[config.mk]
export PLATFORM = sky130hd
export DESIGN_NAME = mbe_front
export DESIGN_NICKNAME = d
export VERILOG_FILES = /design/src/rtl/mandelbrot_escape_time_defines.svh /design/src/rtl/mbe_pkg.sv /design/src/rtl/mbe_front.sv
export SDC_FILE = /design/constraint.sdc
export NUM_CORES = 2
export LEC_CHECK = 0
export BUFFER_PORTS_ARGS = -buffer_cell sky130_fd_sc_hd__clkbuf_2
export CAP_MARGIN = 10
export CORE_MARGIN = 2
export CORE_UTILIZATION = 55
export CTS_CLUSTER_DIAMETER = 40
export DETAILED_ROUTE_END_ITERATION = 7
export HOLD_SLACK_MARGIN = 0.12
export PLACE_DENSITY = 0.69
export SLEW_MARGIN = 20
export SYNTH_ARGS = -nofsm -noshare
export SYNTH_HDL_FRONTEND = slang
export SYNTH_SLANG_ARGS = --single-unit
export TNS_END_PERCENT = 50
[constraint.sdc]
create_clock -name clk -period 13.05 [get_ports clk]
set_input_delay 1.305 -clock clk [delete_from_list [all_inputs] [get_ports clk]]
set_output_delay 1.305 -clock clk [all_outputs]
set_load 0.02 [all_outputs]
[src/rtl/mandelbrot_escape_time_defines.svh]
// Assertion macros shared by the escape-time RTL modules.
// Each macro expects signals named clk and rst_n in the including scope.
`ifndef MANDELBROT_ESCAPE_TIME_DEFINES_SVH
`define MANDELBROT_ESCAPE_TIME_DEFINES_SVH

// Property checked at every rising clock edge outside reset.
`define MBE_ASSERT(label, prop, msg) \
    label: assert property (@(posedge clk) disable iff (!rst_n) prop) \
        else $error(msg);

// When cond holds at one edge, expr must hold at the next edge.
`define MBE_ASSERT_NEXT(label, cond, expr, msg) \
    label: assert property (@(posedge clk) disable iff (!rst_n) (cond) |=> (expr)) \
        else $error(msg);

`endif

[src/rtl/mbe_pkg.sv]
// Shared types, constants and fixed-point helpers for the escape-time block.
// Used by every module of the block; depends on nothing else.
`default_nettype none

package mbe_pkg;

    localparam int MAX_ITER    = 256;
    localparam int FRAC_BITS   = 28;
    localparam int INDEX_BITS  = 12;

    localparam int WORD_W      = 32;
    localparam int STEP_W      = WORD_W - 1;
    localparam int WIDE_W      = 2 * WORD_W;
    localparam int PROD_W      = INDEX_BITS + STEP_W;
    localparam int ITER_W      = 9;

    localparam int S_TDATA_W   = ((2 * INDEX_BITS + 7) / 8) * 8;
    localparam int M_FIELD_W   = 2 * INDEX_BITS + ITER_W;
    localparam int M_TDATA_W   = ((M_FIELD_W + 7) / 8) * 8;
    localparam int M_PAD_W     = M_TDATA_W - M_FIELD_W;

    localparam int CFG_INDEX_W = 8;
    localparam int QUEUE_DEPTH = 2;
    localparam int QPTR_W      = $clog2(QUEUE_DEPTH);
    localparam int QCNT_W      = $clog2(QUEUE_DEPTH + 1);

    localparam logic [CFG_INDEX_W-1:0] REG_X_ORIGIN = CFG_INDEX_W'(0);
    localparam logic [CFG_INDEX_W-1:0] REG_Y_ORIGIN = CFG_INDEX_W'(1);
    localparam logic [CFG_INDEX_W-1:0] REG_X_STEP   = CFG_INDEX_W'(2);
    localparam logic [CFG_INDEX_W-1:0] REG_Y_STEP   = CFG_INDEX_W'(3);

    localparam logic signed [WORD_W-1:0] X_ORIGIN_RESET = -32'sd536870912;
    localparam logic signed [WORD_W-1:0] Y_ORIGIN_RESET = -32'sd402653184;
    localparam logic [STEP_W-1:0]        X_STEP_RESET   = 31'd786432;
    localparam logic [STEP_W-1:0]        Y_STEP_RESET   = 31'd786432;

    localparam logic signed [WORD_W-1:0] WORD_MAX = {1'b0, {(WORD_W - 1){1'b1}}};
    localparam logic signed [WORD_W-1:0] WORD_MIN = {1'b1, {(WORD_W - 1){1'b0}}};

    // Escape threshold |z|^2 >= 4 in the fixed-point scale.
    localparam logic [WIDE_W-1:0] SQ_LIMIT = WIDE_W'(4) << FRAC_BITS;

    // One pixel with its point c, as handed from the front end to the core.
    typedef struct packed {
        logic signed [WORD_W-1:0] c_re;
        logic signed [WORD_W-1:0] c_im;
        logic [INDEX_BITS-1:0]    column;
        logic [INDEX_BITS-1:0]    row;
    } point_t;

    // Clamp a wide signed value to the signed word range.
    function automatic logic signed [WORD_W-1:0] sat_word(input logic signed [WIDE_W-1:0] v);
        logic signed [WORD_W-1:0] r;
        if (v > WIDE_W'(WORD_MAX)) begin
            r = WORD_MAX;
        end else if (v < WIDE_W'(WORD_MIN)) begin
            r = WORD_MIN;
        end else begin
            r = v[WORD_W-1:0];
        end
        return r;
    endfunction

    // Scale a square down by the fraction bits (floor) and clamp to 0..2^31-1.
    function automatic logic [WORD_W-2:0] sat_square(input logic signed [WIDE_W-1:0] p);
        logic signed [WIDE_W-1:0] s;
        logic [WORD_W-2:0]        r;
        s = p >>> FRAC_BITS;
        if (s > WIDE_W'(WORD_MAX)) begin
            r = '1;
        end else begin
            r = s[WORD_W-2:0];
        end
        return r;
    endfunction

endpackage

`default_nettype wire

[src/rtl/mbe_front.sv]
// Front end: configuration registers, pixel intake and forming of point c.
// Depends on mbe_pkg; feeds the pixel queue.
`default_nettype none

module mbe_front
    import mbe_pkg::*;
(
    input  wire logic                   clk,
    input  wire logic                   rst_n,
    input  wire logic                   cfg_valid,
    output logic                        cfg_ready,
    input  wire logic [CFG_INDEX_W-1:0] cfg_index,
    input  wire logic [WORD_W-1:0]      cfg_data,
    input  wire logic                   pix_valid,
    output logic                        pix_ready,
    input  wire logic [INDEX_BITS-1:0]  pix_column,
    input  wire logic [INDEX_BITS-1:0]  pix_row,
    output logic                        push_valid,
    input  wire logic                   push_ready,
    output point_t                      push_data
);

    logic signed [WORD_W-1:0] x_origin_reg;
    logic signed [WORD_W-1:0] y_origin_reg;
    logic [STEP_W-1:0]        x_step_reg;
    logic [STEP_W-1:0]        y_step_reg;

    logic                     s1_valid_reg;
    logic [PROD_W-1:0]        prod_x_reg;
    logic [PROD_W-1:0]        prod_y_reg;
    logic [INDEX_BITS-1:0]    col_reg;
    logic [INDEX_BITS-1:0]    row_reg;

    logic signed [WIDE_W-1:0] sum_x;
    logic signed [WIDE_W-1:0] sum_y;
    logic                     take;

    assign cfg_ready  = 1'b1;
    assign pix_ready  = !s1_valid_reg || push_ready;
    assign take       = pix_valid && pix_ready;
    assign push_valid = s1_valid_reg;

    // The index product is non-negative; add the origin exactly, then clamp.
    assign sum_x = WIDE_W'(x_origin_reg) + WIDE_W'(signed'({1'b0, prod_x_reg}));
    assign sum_y = WIDE_W'(y_origin_reg) + WIDE_W'(signed'({1'b0, prod_y_reg}));

    always_comb
    begin
        push_data.c_re   = sat_word(sum_x);
        push_data.c_im   = sat_word(sum_y);
        push_data.column = col_reg;
        push_data.row    = row_reg;
    end

    always_ff @(posedge clk or negedge rst_n)
    begin
        if (!rst_n)
        begin
            x_origin_reg <= X_ORIGIN_RESET;
            y_origin_reg <= Y_ORIGIN_RESET;
            x_step_reg   <= X_STEP_RESET;
            y_step_reg   <= Y_STEP_RESET;
        end
        else if (cfg_valid && cfg_ready)
        begin
            case (cfg_index)
                REG_X_ORIGIN: x_origin_reg <= cfg_data;
                REG_Y_ORIGIN: y_origin_reg <= cfg_data;
                REG_X_STEP:   x_step_reg   <= cfg_data[STEP_W-1:0];
                REG_Y_STEP:   y_step_reg   <= cfg_data[STEP_W-1:0];
                default:      ;
            endcase
        end
    end

    always_ff @(posedge clk or negedge rst_n)
    begin
        if (!rst_n)
        begin
            s1_valid_reg <= 1'b0;
        end
        else if (take)
        begin
            s1_valid_reg <= 1'b1;
        end
        else if (push_ready)
        begin
            s1_valid_reg <= 1'b0;
        end
    end

    always_ff @(posedge clk)
    begin
        if (take)
        begin
            prod_x_reg <= pix_column * x_step_reg;
            prod_y_reg <= pix_row * y_step_reg;
            col_reg    <= pix_column;
            row_reg    <= pix_row;
        end
    end

endmodule

`default_nettype wire

# After elaboration in Yosys (flattened, before gate mapping)
# Cells that the tools add are included.
# Widths: inputs -> output; s select.
[totals]
ff_bits = 237
latch_bits = 0
ram_bits = 0
mem_bits_ro = 0
in_bits = 69
word_cells = 35
memories = 0
[classes]
addsub = 2
n_mul = 2
n_div = 0
magnitude_cmp = 4
n_eq_ne = 3
shifts = 0
n_mux = 6
bitwise_logic = 0
reduce_logical = 9
[ops]
columns = ["op", "n"]
rows = [
  ["$mux 32", 4],
  ["$add 32x44->45", 2],
  ["$gt 45x32->1 const B", 2],
  ["$lt 45x32->1 const B", 2],
  ["$mul 12x31->43", 2],
  ["$eq 8x2->1 const B", 2],
  ["$eq 8x1->1 const B", 1],
  ["$logic_not 8->1", 1],
  ["$reduce_and 2->1", 4],
  ["$mux 1", 2],
  ["$reduce_bool 2->1", 1],
  ["$logic_and 1x1->1", 1],
  ["$logic_not 1->1", 1],
  ["$logic_or 1x1->1", 1],
]

# Logic depth before layout (Yosys ltp)
[depth]
depth_word = 4
mapped_depth = 24
ltp_nobuf = 23

# Worst setup path after synthesis
# OpenSTA, ideal clock, no wires.
[synth_timing]
kind = "input-to-reg"
startpoint = "input port pix_column[6]"
endpoint = "register prod_x_reg[39], data pin"
setup_ns = 0.259
arrival_time_ns = 6.953
required_ns = 12.791
slack_ns = 5.838
cell_stages = 23
cell_sequence = "clkbuf_1 > nand2_1 > fa_1 > inv_1 > fa_1 > fa_1 > fa_1 > inv_1 > fa_1 > inv_1 > ha_1 > clkbuf_1 > a211oi_1 > nor2_1 > a2111oi_1 > a211oi_1 > o21a_1 > o31ai_2 > nor2_1 > o41a_1 > o21a_1 > nor2_1 > xnor2_1"
[synth_between]
elab_chain_len = 1
[synth_rtl]
columns = ["element", "line", "text"]
rows = [
  ["from (decl)", "mbe_front.sv:16", "input wire logic [INDEX_BITS-1:0] pix_column,"],
  ["$mul 12x31->43", "mbe_front.sv:96", "prod_x_reg <= pix_column * x_step_reg;"],
  ["to (signal assigned)", "mbe_front.sv:96", ""],
  ["to (decl)", "mbe_front.sv:29", "logic [PROD_W-1:0] prod_x_reg;"],
]
# No other way between the ends.
# A chain may end at the register's enable or synchronous reset.

# Worst setup path after layout
[layout_timing]
startpoint = "input port pix_row[7]"
endpoint = "register prod_y_reg[42], data pin"
[layout_between]
elab_chain_len = 1
[layout_rtl]
columns = ["element", "line", "text"]
rows = [
  ["from (decl)", "mbe_front.sv:17", "input wire logic [INDEX_BITS-1:0] pix_row,"],
  ["$mul 12x31->43", "mbe_front.sv:97", "prod_y_reg <= pix_row * y_step_reg;"],
  ["to (signal assigned)", "mbe_front.sv:97", ""],
  ["to (decl)", "mbe_front.sv:30", "logic [PROD_W-1:0] prod_y_reg;"],
]
# No other way between the ends.

==> impl_metrics.tcl <==
set metrics [dict create \
    status "finished, final reports clean" \
    finalCritPeriodShare 0.5711 \
    p_leak_nw 19.67 \
    grt_use_met2 0.4582 \
    p_per_area_nw_per_um2 86.75 \
    post_cts_buffers 0 \
    start_util 0.5584 \
    layout_min_cycle_time_ns 7.452 \
    seq_area_frac_synth 0.1798 \
    drv_cap 0 \
    slew_headroom 0.2726 \
    cts_resized 0 \
    synth_ff_type "dfrtp_1" \
    p_switching_w 0.001279 \
    cts_sinks 237 \
    htree_levels 2 \
    netlist_top_cells_area "fa_1 32%, edfxtp_1 9.1%, ha_1 8.7%" \
    syn_area_sq_um 36130 \
    place.port_buffers 158 \
    ys_ff_latch 237 \
    drt_wl_total_um 96700 \
    cp.required_ns 13.37 \
    final-setup-viol-count 0 \
    yosysTopAreaCell "fa_1" \
    grt_use_total 0.2976 \
    p_seq_frac 0.279 \
    grt_max_degree 73 \
    detailed_place.area_sq_um 37430 \
    drt_iter0_drc 1949 \
    final_common_cell "inv_1" \
    cts_buffer_depth 3 \
    synth_area_per_cell_sq_um 9.330 \
    tns_ns 0 \
    fmax_mhz 134.2 \
    yosysUniqueCellTypes 88 \
    cts_tree "yes" \
    die_area_sq_um 67750 \
    slew_violations 0 \
    start_kind "input pin" \
    clk_latency_ns 0.59 \
    fp.dieW_um 260.3 \
    hold_viol_final 0 \
    placementRows 93 \
    grtUsageMet3 0.07974 \
    yosysWarnings 0 \
    dr.pass1.iters 6 \
    antenna_found_initial 4 \
    stdcell_count 4808 \
    p_sw_frac 0.3771 \
    holdBufCountCts 0 \
    gp_congestion 0.9436 \
    synth_top_area_frac 0.3225 \
    cts_buffers 47 \
    worst_clock_skew_ns 0.02368 \
    p_comb_frac 0.348 \
    cp_max_fo 32 \
    clock-root-buffer "clkbuf_16" \
    fin_ws_ns 5.598 \
    syn_inst 3872 \
    dp_hpwl_um 74180 \
    rsz0062_at_grt "false" \
    fp.coreArea_sq_um 64700 \
    total_power_w 0.003392 \
    irDropWorstVdd_mv 0.09399 \
    area_growth_pct 8.232 \
    grt_pass1_vias 28346 \
    drc 0 \
    final_area_sq_um 39100 \
    nFillCells 5712 \
    wl_per_cell_um 20.11 \
    num_vias 27271 \
    end_kind "flop" \
    die_height_um 260.3 \
    arrival_ns 7.78 \
    grt_pass1_wl_um 155500 \
    nNetsFinal 4814 \
    drive_gt1_frac 0.1088 \
    grtUsageMet1 0.4151 \
    synth.net_count 4773 \
    dp_slack_ns 5.068 \
    grt_overflow 0 \
    ys_async_sr_fraction 0.5359 \
    crit_type "input pin to flop" \
    tightest_slew_ns 1.088 \
    dp.cells 4719 \
    antenna_left 0 \
    p_clk_frac 0.374 \
    hp-class "flop to flop" \
    final_cell_mix "676 x inv_1, 635 x nand2_1, 582 x fa_1" \
    intPower_w 0.002113 \
    io_pins 160 \
    synth_edf_count 110 \
    cts.clk_slew.worst_paths_ns 0.05 \
    busiest_layer "met2" \
    viasPerCell 5.672 \
]
## final cells by class
class / count / area [sq um] / share of cell area
Multi-Input combinational cell: 2779 / 26420 / 0.6757
Sequential cell: 237 / 6495 / 0.1661
Inverter: 676 / 2537 / 0.06489
Clock buffer: 58 / 1311 / 0.03353
Tap cell: 855 / 1070 / 0.02736
Timing Repair Buffer: 172 / 902.1 / 0.02307
Clock inverter: 30 / 361.6 / 0.009248
Antenna cell: 1 / 2.502 / 0.00006400
## worst max-delay path: stages
cell,delay [ns]
clkbuf_2,0.60
nand2_1,0.19
fa_1,0.56
inv_1,0.06
fa_1,0.55
fa_1,0.43
fa_1,0.49
inv_1,0.05
fa_1,0.47
inv_1,0.04
ha_1,0.33
a21o_1,0.20
a21o_1,0.20
a221o_1,0.34
a221oi_1,0.68
o31ai_1,0.27
a21boi_0,0.52
nor3_1,0.13
nor3_1,0.21
xnor2_1,0.11
## metrics by stage
| stage | util | hold WS, ns |
|---|---|---|
| detailed placement | 0.5785 | 0.5024 |
| floorplan | - | 0.4862 |
| finish | 0.6044 | 0.5154 |
| global placement | 0.5785 | 0.4950 |
| global route | 0.6043 | 0.5290 |
| CTS | 0.6043 | 0.5143 |
## cell usage after synthesis, types with 7 or more instances
cell type	instances
a211oi_1	20
a21boi_0	10
a21o_1	135
a21oi_1	147
a221oi_1	7
a31oi_1	18
and2_1	228
and3_1	20
buf_1	7
buf_2	11
clkbuf_1	157
dfrtp_1	116
dfstp_2	11
edfxtp_1	110
fa_1	582
ha_1	250
inv_1	676
mux2_2	127
nand2_1	635
nand2b_1	17
nand3_1	24
nand4_1	14
nor2_1	105
nor2b_1	15
nor3_1	23
o211ai_1	11
o21a_1	21
o21ai_0	76
o21bai_1	18
o31ai_1	7
or3_1	12
xnor2_1	103
xor2_1	42
## path summary, 6_finish.rpt
check | from | to | slack, ns | depth (start not counted)
worst max-delay path | pix_row[7] | prod_y_reg[42] | 5.60 | 20
min in group asynchronous | rst_n | y_origin_reg[1] | 0.73 | 1
max in group asynchronous | rst_n | x_step_reg[11] | 10.98 | 2
worst max register to register | x_step_reg[10] | prod_x_reg[39] | 6.19 | 21
worst min register to register | y_origin_reg[26] | y_origin_reg[26] | 0.52 | 1
worst min-delay path | y_origin_reg[26] | y_origin_reg[26] | 0.52 | 1
## kinds of logic (layout without fill, tap and decap cells)
family | after synthesis | count (layout) | synth area share
xor+xnor | 145 | 145 | 0.03515
other cells | 1 | 2 | 0.0001038
fa+ha+maj | 832 | 832 | 0.4091
mux | 128 | 128 | 0.03986
flops | 237 | 237 | 0.1798
simple gates | 1132 | 1132 | 0.1452
compound gates | 541 | 541 | 0.1007
buf+inv | 856 | 936 | 0.09008
## per-layer routing
metal / share of wire / vias up
met3: 0.093 / 161
met4: 0.030 / 0
li1: - / 12353
met5: 0 / -
met1: 0.43 / 13769
met2: 0.44 / 988
## power groups by stage
stage / clock network (W) / logic, W / registers, W
2_1_floorplan: 0 / 0.000855 / 0.000913
3_3_place_gp: 0 / 0.00115 / 0.000956
3_5_place_dp: 0 / 0.00116 / 0.000958
4_1_cts: 0.00129 / 0.00117 / 0.000944
5_1_grt: 0.00132 / 0.00133 / 0.000952
6_report: 0.00127 / 0.00118 / 0.000945
Power figures use the tool's default switching activity.
