**src/rtl/mandelbrot_escape_time_defines.svh**
```systemverilog
// Assertion macros shared by the escape-time RTL modules.
// Each macro expects signals named clk and rst_n in the including scope.
`ifndef MANDELBROT_ESCAPE_TIME_DEFINES_SVH
`define MANDELBROT_ESCAPE_TIME_DEFINES_SVH

// Property checked at every rising clock edge outside reset.
`define MBE_ASSERT(label, prop, msg) \
    label: assert property (@(posedge clk) disable iff (!rst_n) prop) \
        else $error(msg);

// When cond holds at one edge, expr must hold at the next edge.
`define MBE_ASSERT_NEXT(label, cond, expr, msg) \
    label: assert property (@(posedge clk) disable iff (!rst_n) (cond) |=> (expr)) \
        else $error(msg);

`endif

```
**src/rtl/mbe_pkg.sv**
```systemverilog
// Shared types, constants and fixed-point helpers for the escape-time block.
// Used by every module of the block; depends on nothing else.
`default_nettype none

package mbe_pkg;

    localparam int MAX_ITER    = 256;
    localparam int FRAC_BITS   = 28;
    localparam int INDEX_BITS  = 12;

    localparam int WORD_W      = 32;
    localparam int STEP_W      = WORD_W - 1;
    localparam int WIDE_W      = 2 * WORD_W;
    localparam int PROD_W      = INDEX_BITS + STEP_W;
    localparam int ITER_W      = 9;

    localparam int S_TDATA_W   = ((2 * INDEX_BITS + 7) / 8) * 8;
    localparam int M_FIELD_W   = 2 * INDEX_BITS + ITER_W;
    localparam int M_TDATA_W   = ((M_FIELD_W + 7) / 8) * 8;
    localparam int M_PAD_W     = M_TDATA_W - M_FIELD_W;

    localparam int CFG_INDEX_W = 8;
    localparam int QUEUE_DEPTH = 2;
    localparam int QPTR_W      = $clog2(QUEUE_DEPTH);
    localparam int QCNT_W      = $clog2(QUEUE_DEPTH + 1);

    localparam logic [CFG_INDEX_W-1:0] REG_X_ORIGIN = CFG_INDEX_W'(0);
    localparam logic [CFG_INDEX_W-1:0] REG_Y_ORIGIN = CFG_INDEX_W'(1);
    localparam logic [CFG_INDEX_W-1:0] REG_X_STEP   = CFG_INDEX_W'(2);
    localparam logic [CFG_INDEX_W-1:0] REG_Y_STEP   = CFG_INDEX_W'(3);

    localparam logic signed [WORD_W-1:0] X_ORIGIN_RESET = -32'sd536870912;
    localparam logic signed [WORD_W-1:0] Y_ORIGIN_RESET = -32'sd402653184;
    localparam logic [STEP_W-1:0]        X_STEP_RESET   = 31'd786432;
    localparam logic [STEP_W-1:0]        Y_STEP_RESET   = 31'd786432;

    localparam logic signed [WORD_W-1:0] WORD_MAX = {1'b0, {(WORD_W - 1){1'b1}}};
    localparam logic signed [WORD_W-1:0] WORD_MIN = {1'b1, {(WORD_W - 1){1'b0}}};

    // Escape threshold |z|^2 >= 4 in the fixed-point scale.
    localparam logic [WIDE_W-1:0] SQ_LIMIT = WIDE_W'(4) << FRAC_BITS;

    // One pixel with its point c, as handed from the front end to the core.
    typedef struct packed {
        logic signed [WORD_W-1:0] c_re;
        logic signed [WORD_W-1:0] c_im;
        logic [INDEX_BITS-1:0]    column;
        logic [INDEX_BITS-1:0]    row;
    } point_t;

    // Clamp a wide signed value to the signed word range.
    function automatic logic signed [WORD_W-1:0] sat_word(input logic signed [WIDE_W-1:0] v);
        logic signed [WORD_W-1:0] r;
        if (v > WIDE_W'(WORD_MAX)) begin
            r = WORD_MAX;
        end else if (v < WIDE_W'(WORD_MIN)) begin
            r = WORD_MIN;
        end else begin
            r = v[WORD_W-1:0];
        end
        return r;
    endfunction

    // Scale a square down by the fraction bits (floor) and clamp to 0..2^31-1.
    function automatic logic [WORD_W-2:0] sat_square(input logic signed [WIDE_W-1:0] p);
        logic signed [WIDE_W-1:0] s;
        logic [WORD_W-2:0]        r;
        s = p >>> FRAC_BITS;
        if (s > WIDE_W'(WORD_MAX)) begin
            r = '1;
        end else begin
            r = s[WORD_W-2:0];
        end
        return r;
    endfunction

endpackage

`default_nettype wire

```
**src/rtl/mbe_queue.sv**
```systemverilog
// Short first-in first-out queue of pixels between front end and core.
// Depends on mbe_pkg and the assertion macros header.
`default_nettype none
`include "mandelbrot_escape_time_defines.svh"

module mbe_queue
    import mbe_pkg::*;
(
    input  wire logic   clk,
    input  wire logic   rst_n,
    input  wire logic   push_valid,
    output logic        push_ready,
    input  wire point_t push_data,
    output logic        pop_valid,
    input  wire logic   pop_ready,
    output point_t      pop_data
);

    point_t              entry_reg [QUEUE_DEPTH];
    logic [QPTR_W-1:0]   wr_ptr_reg;
    logic [QPTR_W-1:0]   rd_ptr_reg;
    logic [QCNT_W-1:0]   count_reg;
    logic [QPTR_W-1:0]   wr_ptr_next;
    logic [QPTR_W-1:0]   rd_ptr_next;
    logic [QCNT_W-1:0]   count_next;
    logic                push;
    logic                pop;

    assign push_ready = (count_reg != QCNT_W'(QUEUE_DEPTH));
    assign pop_valid  = (count_reg != '0);
    assign pop_data   = entry_reg[rd_ptr_reg];
    assign push       = push_valid && push_ready;
    assign pop        = pop_valid && pop_ready;

    always_comb
    begin
        wr_ptr_next = wr_ptr_reg;
        rd_ptr_next = rd_ptr_reg;
        count_next  = count_reg;
        if (push)
        begin
            wr_ptr_next = (wr_ptr_reg == QPTR_W'(QUEUE_DEPTH - 1)) ? '0 : wr_ptr_reg + 1'b1;
        end
        if (pop)
        begin
            rd_ptr_next = (rd_ptr_reg == QPTR_W'(QUEUE_DEPTH - 1)) ? '0 : rd_ptr_reg + 1'b1;
        end
        if (push && !pop)
        begin
            count_next = count_reg + 1'b1;
        end
        else if (pop && !push)
        begin
            count_next = count_reg - 1'b1;
        end
    end

    always_ff @(posedge clk or negedge rst_n)
    begin
        if (!rst_n)
        begin
            wr_ptr_reg <= '0;
            rd_ptr_reg <= '0;
            count_reg  <= '0;
        end
        else
        begin
            wr_ptr_reg <= wr_ptr_next;
            rd_ptr_reg <= rd_ptr_next;
            count_reg  <= count_next;
        end
    end

    always_ff @(posedge clk)
    begin
        if (push)
        begin
            entry_reg[wr_ptr_reg] <= push_data;
        end
    end

    `MBE_ASSERT(a_queue_bound, count_reg <= QCNT_W'(QUEUE_DEPTH), "queue fill exceeds depth")
    `MBE_ASSERT_NEXT(a_queue_grow, push && !pop, count_reg == $past(count_reg) + 1'b1, "queue fill did not grow on push")

endmodule

`default_nettype wire

```
**config.mk**
```make
export PLATFORM = sky130hd
export DESIGN_NAME = mbe_queue
export DESIGN_NICKNAME = d
export VERILOG_FILES = /design/src/rtl/mbe_pkg.sv /design/src/rtl/mbe_queue.sv
export VERILOG_INCLUDE_DIRS = /design/src /design/src/rtl
export SDC_FILE = /design/constraint.sdc
export NUM_CORES = 1
export LEC_CHECK = 0
export CAP_MARGIN = 15
export CORE_UTILIZATION = 62
export DETAILED_ROUTE_END_ITERATION = 8
export DONT_BUFFER_PORTS = 1
export MAX_ROUTING_LAYER = met4
export PLACE_DENSITY = 0.8
export RECOVER_POWER = 100
export SYNTH_ARGS = -nofsm -noshare
export SYNTH_HDL_FRONTEND = slang
export SYNTH_SLANG_ARGS = --single-unit
```
**constraint.sdc**
```tcl
create_clock -name clk -period 5.9 [get_ports clk]
set_input_delay 0.295 -clock clk [delete_from_list [all_inputs] [get_ports clk]]
set_output_delay 0.295 -clock clk [all_outputs]
set_load 0.02 [all_outputs]
```
=== Word level (Yosys, flattened, before mapping) ===
Memory sizes are Yosys's and may differ from the RTL's.
Index checks and enable logic that the tools add are counted.

* Flip-flop bits (word level): 4
* Memory bits (writable): 176
* Input port bits: 92
* Output and inout port bits: 90
* Logic and storage cells: 23
* Memories kept: 1

* Add/sub/neg operators: 4
* Eq/ne operators: 1
* Muxes and demuxes: 6
* Reductions and logical operators: 8

{| class="wikitable"
|+ Memory list
! memory !! words !! bits a word !! read ports !! clocked after memory_dff !! write ports !! RTL line !! source
|-
| entry_reg || 2 || 88 || 1 || 0 || 1 || mbe_queue.sv:19 || <nowiki>point_t entry_reg [QUEUE_DEPTH];</nowiki>
|}

{| class="wikitable"
|+ Operators with widths
! kind !! number
|-
| 1-bit logical AND || 4
|-
| 1-bit two-way mux || 4
|-
| 2-bit two-way mux || 2
|-
| 2-bit nonzero test || 2
|-
| 1-bit adder, second input constant || 2
|-
| 2-bit by 1-bit adder with 2-bit output, second input constant || 1
|-
| 1-bit zero test || 2
|-
| 2-bit inequality test, second input constant || 1
|-
| 2-bit by 1-bit subtractor with 2-bit output, second input constant || 1
|}

=== Depth between registers and ports, before layout ===
Gate-level depths: netlist of the first run.

* Word-level depth: 6
* Mapped depth: 7
* Depth with buffers taken out: 7

=== Worst setup path after synthesis of the first run ===
OpenSTA, ideal clock, no wires.

* Path kind: reg2reg
* Start point: reg count_reg[0]
* End point: mem entry_reg[0][0] (netlist bit), enable pin
* Library setup time: 0.535 ns
* Data arrival time: 4.466 ns
* Data required time: 5.365 ns
* Slack: 0.899 ns
* Cell stages (with the launch flop): 4
* Path buffers: 0
* Clock period less this slack: 5.001 ns
* Cell sequence: dfrtp_1 > nand2b_1 > nand2_1 > nor2_1

* Longest elaborated chain between the ends: 4

{| class="wikitable"
|+ RTL lines
! what !! RTL line !! source
|-
| start: declaration || mbe_queue.sv:22 || <nowiki>logic [QCNT_W-1:0] count_reg;</nowiki>
|-
| start signal: assignment || mbe_queue.sv:70 || <nowiki>count_reg <= count_next;</nowiki>
|-
| 2-bit inequality test || mbe_queue.sv:29 || <nowiki>assign push_ready = (count_reg != QCNT_W'(QUEUE_DEPTH));</nowiki>
|-
| via push_ready || mbe_queue.sv:12 || <nowiki>output logic push_ready,</nowiki>
|-
| 1-bit logical AND || mbe_queue.sv:32 || <nowiki>assign push = push_valid && push_ready;</nowiki>
|-
| 1-bit two-way mux || mbe_queue.sv:76 || <nowiki>if (push)</nowiki>
|-
| 1-bit two-way mux (implied by the code) || mbe_queue.sv:78 || <nowiki>entry_reg[wr_ptr_reg] <= push_data;</nowiki>
|-
| end: declaration || mbe_queue.sv:19 ||
|}

The timed path passes the listed nets, and every way through them passes these cells.

=== Worst setup path after layout of the first run ===
* Start point: reg count_reg[0]
* End point: mem entry_reg[0][62] (netlist bit), enable pin

Same word-level chain as after synthesis.

==> flow_metrics.env, run 1 <==
export IMPL_grt_max_degree=89
export IMPL_worst_pin_slew_ps=2310
export IMPL_synth_compound_area_share=0
export IMPL_rows=37
export IMPL_max_freq_ghz=0.255
export IMPL_final_instance_count_excl_fill=543
export IMPL_port_buffers=0
export IMPL_crit_arrival_ps=4070
export IMPL_finalSetupViolations=0
export IMPL_leakagePower_nw=2.73
export IMPL_drive_gt1_frac=0.0764
export IMPL_finalMaxSlewViolations=161
export IMPL_critPathLaunchType="flip-flop"
export IMPL_core_area_um2=10300
export IMPL_cts_max_level=4
export IMPL_place_area_um2=6720
export IMPL_dieArea_um2=11000
export IMPL_critPathRequiredTime_ps=6050
export IMPL_routed_wl_mm=11.5
export IMPL_hold_end="wr_ptr_reg$_DFFE_PN0P_"
export IMPL_synth_xor_area_frac=0.00666
export IMPL_clock_sinks=180
export IMPL_skew_ps=7.29
export IMPL_hold_start="push_valid"
export IMPL_synthAdderAreaFrac=0.00190
export IMPL_end_kind="flip-flop"
export IMPL_fin_crit_ps=3920
export IMPL_drt_iter0_markers=158
export IMPL_die_w_um=105
export IMPL_grt_overflow_total=0
export IMPL_synth_top_family_by_area="multiplexers"
export IMPL_antenna_found_initial=1
export IMPL_start_util=0.637
export IMPL_gp_congestion=0.716
export IMPL_vias_per_cell=5.60
export IMPL_mostFrequentLayoutCell="edfxtp_1"
export IMPL_synth_simple_area_share=0.00514
export IMPL_cts_buffer_depth=2
export IMPL_grt_pass1_vias=3195
export IMPL_synth_mux_area_frac=0.156
export IMPL_rsz0062_at_grt="false"
export IMPL_violations="negative hold slack, max-capacitance violations, max-slew violations"
export IMPL_path_buf_inv=1
export IMPL_finalHoldViolCount=1
export IMPL_max_slew_margin=-0.544
export IMPL_max_stage_delay_ps=1710
export IMPL_drcViolationCount=0
export IMPL_root_buffer="clkbuf_8"
export IMPL_crit_type="flip-flop to flip-flop"
export IMPL_crit_family="simple AND/OR/NAND/NOR gates"
export IMPL_netlist_area_um2=6580
export IMPL_syn_area_per_cell_um2=22.5
export IMPL_min_path_type="input port to flip-flop"
export IMPL_grt_usage=0.225
export IMPL_final_area_um2=8110
export IMPL_path_depth=4
export IMPL_r2r_setup_slack_ps=1980
export IMPL_cts_resized=0
export IMPL_antenna_left=0
export IMPL_clk_latency_ps=530
export IMPL_area_growth_pct=23.3
export IMPL_fin_util=0.785
export IMPL_synth_warnings=0
export IMPL_power_total_mw=3.97
export IMPL_cts_hold_buf=90
export IMPL_period_share=0.664
export IMPL_syn_num_nets=385
export IMPL_whs_ps=-16.2
export IMPL_synth_distinct_cells=15
export IMPL_final_cell_mix="edfxtp_1, dlygate4sd3_1, mux2_1, clkbuf_16, clkbuf_1"
export IMPL_fp_dieH_um=105
export IMPL_cp_slowest_cell="nor2_1"
export IMPL_post_cts_repair_setup_buffers=0
export IMPL_setup_tns_final_ps=0
export IMPL_seq_area_frac_synth=0.819
export IMPL_vias=3039
export IMPL_cts_tree="built"
export IMPL_cp_max_fo=62
export IMPL_cts_buffers=17
export IMPL_regArea_um2=5390
export IMPL_worstReg2RegEnd="entry_reg[0][62]$_DFFE_PP_"
export IMPL_vdd_drop_max_mv=0.343
export IMPL_nets=487
export IMPL_cp_cell_sequence="nand2b_1 -> nand2_1 -> nor2_1 -> buf_4"
export IMPL_drv_cap=3
export IMPL_dp_cells=421
export IMPL_io_pin_count=182
export IMPL_status="finished with violations"
export IMPL_ys_seq_elements=180
export IMPL_largest_register_ffs=176
export IMPL_p_per_area_nw_per_um2=489
export IMPL_postSynthCellCount=292
export IMPL_hold_depth=2
export IMPL_r2r_start="count_reg[0]$_DFFE_PN0P_"
export IMPL_multi_input_area_um2=1090
export IMPL_first_pass_iters=4
export IMPL_hpwl_mm=6.27
export IMPL_wl_per_cell_um=21.2
export IMPL_fill_cells=554
export IMPL_reg2regPathDepth=4
export IMPL_path_clk_slew_ps=70
export IMPL_grt_pass1_wl_mm=17.3
[cell type report]
| cell class | count | share of cell area |
|---|---|---|
| antenna | 1 | 0.000309 |
| sequential | 180 | 0.664 |
| clock inverter | 9 | 0.0133 |
| timing repair buffer | 93 | 0.114 |
| inverter | 1 | 0.000463 |
| clock buffer | 22 | 0.0534 |
| tap | 136 | 0.0210 |
| multi-input combinational | 101 | 0.134 |
[how the worst max path moves through the flow]
stage | startpoint | to | slack [ps]
after CTS | rd_ptr_reg$_DFFE_PN0P_ | pop_data[72] | 3070
final | count_reg[0]$_DFFE_PN0P_ | entry_reg[0][62]$_DFFE_PP_ | 1980
after detailed placement | count_reg[0]$_DFFE_PN0P_ | entry_reg[0][26]$_DFFE_PP_ | 3120
after global routing | count_reg[0]$_DFFE_PN0P_ | entry_reg[0][62]$_DFFE_PP_ | 1690
after global placement | count_reg[0]$_DFFE_PN0P_ | entry_reg[0][26]$_DFFE_PP_ | 3190
after floorplan | count_reg[0]$_DFFE_PN0P_ | entry_reg[0][0]$_DFFE_PP_ | 900
[where the power goes]
part           switching, mW  total [mW]  leakage (nW)  internal [mW]
logic                  0.749        1.04         0.800          0.296
clock network          0.436        1.03         0.249          0.598
registers              0.126        1.89          1.68           1.76
[metal layers]
layer  vias to the layer above  global-route usage  share of wire
met5                         -                   -              0
li1                       1360                   -              -
met4                         0               0.107          0.022
met2                       145               0.360           0.52
met1                      1512               0.267           0.39
met3                        22              0.0624          0.068
[synth_stat cells, drive strengths merged]
cell    number  area (um^2)
dfrtp        4          100
inv          1         3.75
nand2        2         7.51
or2          1         6.26
nand2b       1         6.26
xnor2        3         26.3
ha           1         12.5
mux2        88         1030
buf         10         68.8
edfxtp     176         5290
nor2         2         7.51
and3         1         6.26
xor2         2         17.5
[kinds of logic after synthesis]
group	after synthesis
xor+xnor	5
mux	88
buf+inv	11
simple gates	7
fa+ha+maj	1
flops	180
[metrics by stage]
step / hold slack [ps] / setup WS, ps
3_5_place_dp: -0.428 / 3120
3_3_place_gp: -0.430 / 3190
5_1_grt: -13.2 / 1690
2_1_floorplan: -0.591 / 899
6_report: -16.2 / 1980
4_1_cts: 1.63 / 3070
[worst register-to-register path, delay by kind of cell (launching register included)]
family	cells	cell delay [ps]
AND/OR/NAND/NOR	3	2180
buffers and inverters	1	860
flip-flops	1	420
Power figures use the tool's default switching activity.
==> run 2: changes to the inputs <==
Settings changed: CORE_UTILIZATION 62 to 56, PLACE_DENSITY 0.8 to 0.76.
Clock period 5.9 ns to 3.2 ns, I/O delays scaled along.
==> flow_metrics.env, run 2 (same netlist as run 1, synthesis figures left out) <==
export IMPL_drive_gt1_frac=0.0907
export IMPL_grt_overflow_total=0
export IMPL_grt_pass1_vias=3114
export IMPL_rsz0062_at_grt="false"
export IMPL_cts_tree="built"
export IMPL_cp_slowest_cell="dfrtp_2"
export IMPL_die_w_um=110
export IMPL_drcViolationCount=0
export IMPL_vdd_drop_max_mv=0.519
export IMPL_routed_wl_mm=11.3
export IMPL_crit_type="flip-flop to primary output"
export IMPL_start_util=0.576
export IMPL_leakagePower_nw=2.76
export IMPL_grt_pass1_wl_mm=16.4
export IMPL_status="finished with violations"
export IMPL_clk_latency_ps=410
export IMPL_gp_congestion=0.704
export IMPL_worst_pin_slew_ps=1220
export IMPL_mostFrequentLayoutCell="edfxtp_1"
export IMPL_cts_resized=0
export IMPL_min_path_type="input port to flip-flop"
export IMPL_cts_max_level=4
export IMPL_antenna_left=0
export IMPL_wl_per_cell_um=20.5
export IMPL_crit_family="flip-flops"
export IMPL_power_total_mw=7.36
export IMPL_period_share=0.791
export IMPL_vias_per_cell=5.45
export IMPL_crit_arrival_ps=2370
export IMPL_cts_buffer_depth=2
export IMPL_finalHoldViolCount=1
export IMPL_setup_tns_final_ps=0
export IMPL_drt_iter0_markers=182
export IMPL_cp_cell_sequence="buf_12 -> mux2_1"
export IMPL_dieArea_um2=12200
export IMPL_antenna_found_initial=1
export IMPL_vias=3007
export IMPL_path_clk_slew_ps=60
export IMPL_nets=488
export IMPL_max_stage_delay_ps=1130
export IMPL_final_cell_mix="edfxtp_1, dlygate4sd3_1, mux2_1, clkbuf_16"
export IMPL_max_slew_margin=0.188
export IMPL_cts_buffers=17
export IMPL_max_freq_ghz=0.395
export IMPL_io_pin_count=182
export IMPL_whs_ps=-31.7
export IMPL_root_buffer="clkbuf_16"
export IMPL_largest_register_ffs=176
export IMPL_violations="negative hold slack"
export IMPL_fp_dieH_um=110
export IMPL_final_area_um2=8170
export IMPL_critPathLaunchType="flip-flop"
export IMPL_area_growth_pct=24.3
export IMPL_port_buffers=0
export IMPL_place_area_um2=6760
export IMPL_p_per_area_nw_per_um2=901
export IMPL_critPathRequiredTime_ps=3040
export IMPL_clock_sinks=180
export IMPL_hpwl_mm=6.49
export IMPL_finalMaxSlewViolations=0
export IMPL_grt_usage=0.195
export IMPL_finalSetupViolations=0
export IMPL_first_pass_iters=4
export IMPL_grt_max_degree=51
export IMPL_path_buf_inv=1
export IMPL_core_area_um2=11400
export IMPL_skew_ps=8.14
export IMPL_end_kind="primary output"
export IMPL_fill_cells=697
export IMPL_fin_crit_ps=2530
export IMPL_drv_cap=0
export IMPL_cp_max_fo=49
export IMPL_rows=39
[run 2: where the power goes]
group / switching, mW / leakage, nW / internal (mW)
Sequential: 0.245 / 1.68 / 3.23
Clock: 0.827 / 0.270 / 1.12
Combinational: 1.37 / 0.806 / 0.568
[run 2: through the flow]
stage / instances / util / worst slack (ps)
final: 552 / 0.716 / 668
after global routing: 552 / 0.716 / 498
after CTS: 551 / 0.720 / 880
after detailed placement: 429 / 0.592 / 1170
after global placement: 429 / 0.592 / 1190
after floorplan: 292 / - / 646
[run 2: what timing repair did]
action,in CTS,in global routing
setup buffers,0,0
hold endpoints to repair,181,0
hold buffers,90,0
endpoints found under the setup margin,0,0
[run 2: cell type report]
class                   count  area (um^2)  share of cell area
clock buffers              21          460              0.0563
inverters                   1         3.75            0.000459
multi-input cells         101         1090               0.133
repair buffers             94          951               0.116
diodes                      1         2.50            0.000306
clock inverters            11          103              0.0126
flip-flops and latches    180         5390               0.659
well taps                 143          179              0.0219
[run 2: path summary, 6_finish.rpt]
path                                          start                    endpoint  slack [ps]  depth (start not counted)
setup / recovery             rd_ptr_reg$_DFFE_PN0P_                pop_data[82]         670                          2
hold / removal                           push_valid      wr_ptr_reg$_DFFE_PN0P_         -30                          2
setup reg to reg           count_reg[0]$_DFFE_PN0P_  entry_reg[0][39]$_DFFE_PP_         790                          4
hold reg to reg            count_reg[1]$_DFFE_PN0P_    count_reg[1]$_DFFE_PN0P_         510                          1
max in group asynchronous                     rst_n      rd_ptr_reg$_DFFE_PN0P_        2970                          1
min in group asynchronous                     rst_n    count_reg[0]$_DFFE_PN0P_          30                          1
[run 2: metal layers]
layer | up-vias | wire length, um | track usage
li1 | 1367 | - | -
met2 | 140 | 5580 | 0.310
met5 | - | 0 | -
met1 | 1489 | 4610 | 0.230
met4 | 0 | 120 | 0.0771
met3 | 11 | 1030 | 0.0688
==> run 3: changes to the inputs <==
Settings changed: CORE_UTILIZATION 56 to 62, PLACE_DENSITY 0.76 to 0.8.
Clock period 3.2 ns to 2.61 ns, I/O delays scaled along.
==> flow_metrics.env, run 3 (same netlist as run 1, synthesis figures left out) <==
export IMPL_place_ws_ps=688
export IMPL_status="completed"
export IMPL_finalMaxSlewViolations=0
export IMPL_vdd_drop_max_mv=0.622
export IMPL_cts_resized=0
export IMPL_hpwl_mm=6.47
export IMPL_finalSetupViolations=0
export IMPL_critPathLaunchType="flip-flop"
export IMPL_post_cts_repair_setup_buffers=0
export IMPL_cp_cell_sequence="nand2b_1 -> nand2_1 -> nor2_4 -> clkbuf_2"
export IMPL_grt_pass1_vias=3414
export IMPL_final_cell_mix="edfxtp_1, dlygate4sd3_1, mux2_1, clkbuf_16, clkinvlp_4"
export IMPL_fin_crit_ps=2270
export IMPL_cp_slowest_cell="clkbuf_2"
export IMPL_path_buf_inv=1
export IMPL_clk_latency_ps=520
export IMPL_die_w_um=105
export IMPL_routed_wl_mm=11.6
export IMPL_fp_dieH_um=105
export IMPL_drive_gt1_frac=0.0995
export IMPL_area_growth_pct=25.1
export IMPL_grt_overflow_total=0
export IMPL_critPathLaunch="count_reg[0]$_DFFE_PN0P_"
export IMPL_start_util=0.637
export IMPL_nets=492
export IMPL_drv_cap=0
export IMPL_cts_hold_buf=92
export IMPL_rsz0062_at_grt="false"
export IMPL_grt_max_degree=48
export IMPL_io_pin_count=182
export IMPL_drt_iter0_markers=179
export IMPL_dieArea_um2=11000
export IMPL_grt_usage=0.229
export IMPL_crit_type="flip-flop to flip-flop"
export IMPL_worst_pin_slew_ps=1060
export IMPL_cts_max_level=4
export IMPL_core_area_um2=10300
export IMPL_grt_pass1_wl_mm=17.7
export IMPL_hold_depth=1
export IMPL_setup_tns_final_ps=0
export IMPL_drcViolationCount=0
export IMPL_vias_per_cell=5.66
export IMPL_root_buffer="clkbuf_8"
export IMPL_end_kind="flip-flop"
export IMPL_rows=37
export IMPL_vias=3103
export IMPL_largest_register_ffs=176
export IMPL_finalHoldViolCount=0
export IMPL_crit_family="buffers and inverters"
export IMPL_period_share=0.870
export IMPL_min_path_type="input port to flip-flop"
export IMPL_path_clk_slew_ps=70
export IMPL_max_stage_delay_ps=810
export IMPL_cts_buffers=17
export IMPL_p_per_area_nw_per_um2=1110
export IMPL_r2r_start="count_reg[0]$_DFFE_PN0P_"
export IMPL_critPathRequiredTime_ps=2750
export IMPL_first_pass_iters=6
export IMPL_cp_max_fo=41
export IMPL_gp_congestion=0.706
export IMPL_max_slew_margin=0.291
export IMPL_clock_sinks=180
export IMPL_n_antenna_cell=0
export IMPL_leakagePower_nw=2.78
export IMPL_setup_slack_ps=339
export IMPL_cts_tree="built"
export IMPL_hold_start="push_data[59]"
export IMPL_port_buffers=0
export IMPL_wl_per_cell_um=21.1
export IMPL_antenna_left=0
export IMPL_path_depth=4
export IMPL_antenna_found_initial=0
export IMPL_max_freq_ghz=0.440
export IMPL_cts_buffer_depth=2
export IMPL_crit_arrival_ps=2410
export IMPL_skew_ps=5.34
export IMPL_mostFrequentLayoutCell="edfxtp_1"
export IMPL_reg2regPathDepth=4
==> run 3: changes by cell type in the layout (fill, tap and decap cells not counted), moves of 2 or more <==
| cell | change |
|---|---|
| buf_4 | +2 |
| bufinv_16 | +2 |
| clkinv_1 | +2 |
| clkinv_2 | -2 |
| dlygate4sd3_1 | +2 |
| inv_6 | -2 |
| mux2_1 | -2 |
==> run 3: power breakdown <==
group | leakage, nW | internal, mW | switching, mW
combinational | 0.831 | 0.722 | 1.77
clock | 0.270 | 1.46 | 1.01
sequential | 1.68 | 3.96 | 0.236
total | 2.78 | 6.14 | 3.01
==> run 3: final cells by class <==
class | count | area, um^2
fillers | 538 | 2100
flip-flops and latches | 180 | 5390
well taps | 136 | 170
repair buffers | 98 | 988
clock inverters | 13 | 159
clock buffers | 19 | 422
multi-input cells | 101 | 1090
inverters | 1 | 3.75
==> run 3: path summary, 6_finish.rpt <==
| check | end | slack (ps) |
|---|---|---|
| setup / recovery | entry_reg[0][38]$_DFFE_PP_ | 340 |
| hold / removal | entry_reg[1][59]$_DFFE_PP_ | 260 |
| setup reg to reg | entry_reg[0][38]$_DFFE_PP_ | 340 |
| hold reg to reg | count_reg[1]$_DFFE_PN0P_ | 520 |
| max in group asynchronous | rd_ptr_reg$_DFFE_PN0P_ | 1990 |
| min in group asynchronous | wr_ptr_reg$_DFFE_PN0P_ | 420 |
==> run 3: metal layers <==
layer  vias to the layer above  GRT usage  share of wire
li1                       1371          -              -
met1                      1553      0.248           0.38
met2                       154      0.396           0.53
met3                        25     0.0611          0.066
met4                         0     0.0996          0.023
met5                         -          -              0
==> run 3: per-stage QoR <==
stage / instances / util / instance area, um^2 / total power, mW / hold WS, ps
3_3_place_gp: 424 / 0.656 / 6780 / 6.79 / -165
5_1_grt: 548 / 0.797 / 8230 / 9.49 / 235
4_1_cts: 548 / 0.802 / 8280 / 9.43 / 75.1
3_5_place_dp: 424 / 0.656 / 6780 / 6.86 / -165
2_1_floorplan: 292 / - / 6590 / 6.45 / -165
6_report: 548 / 0.797 / 8230 / 9.15 / 257
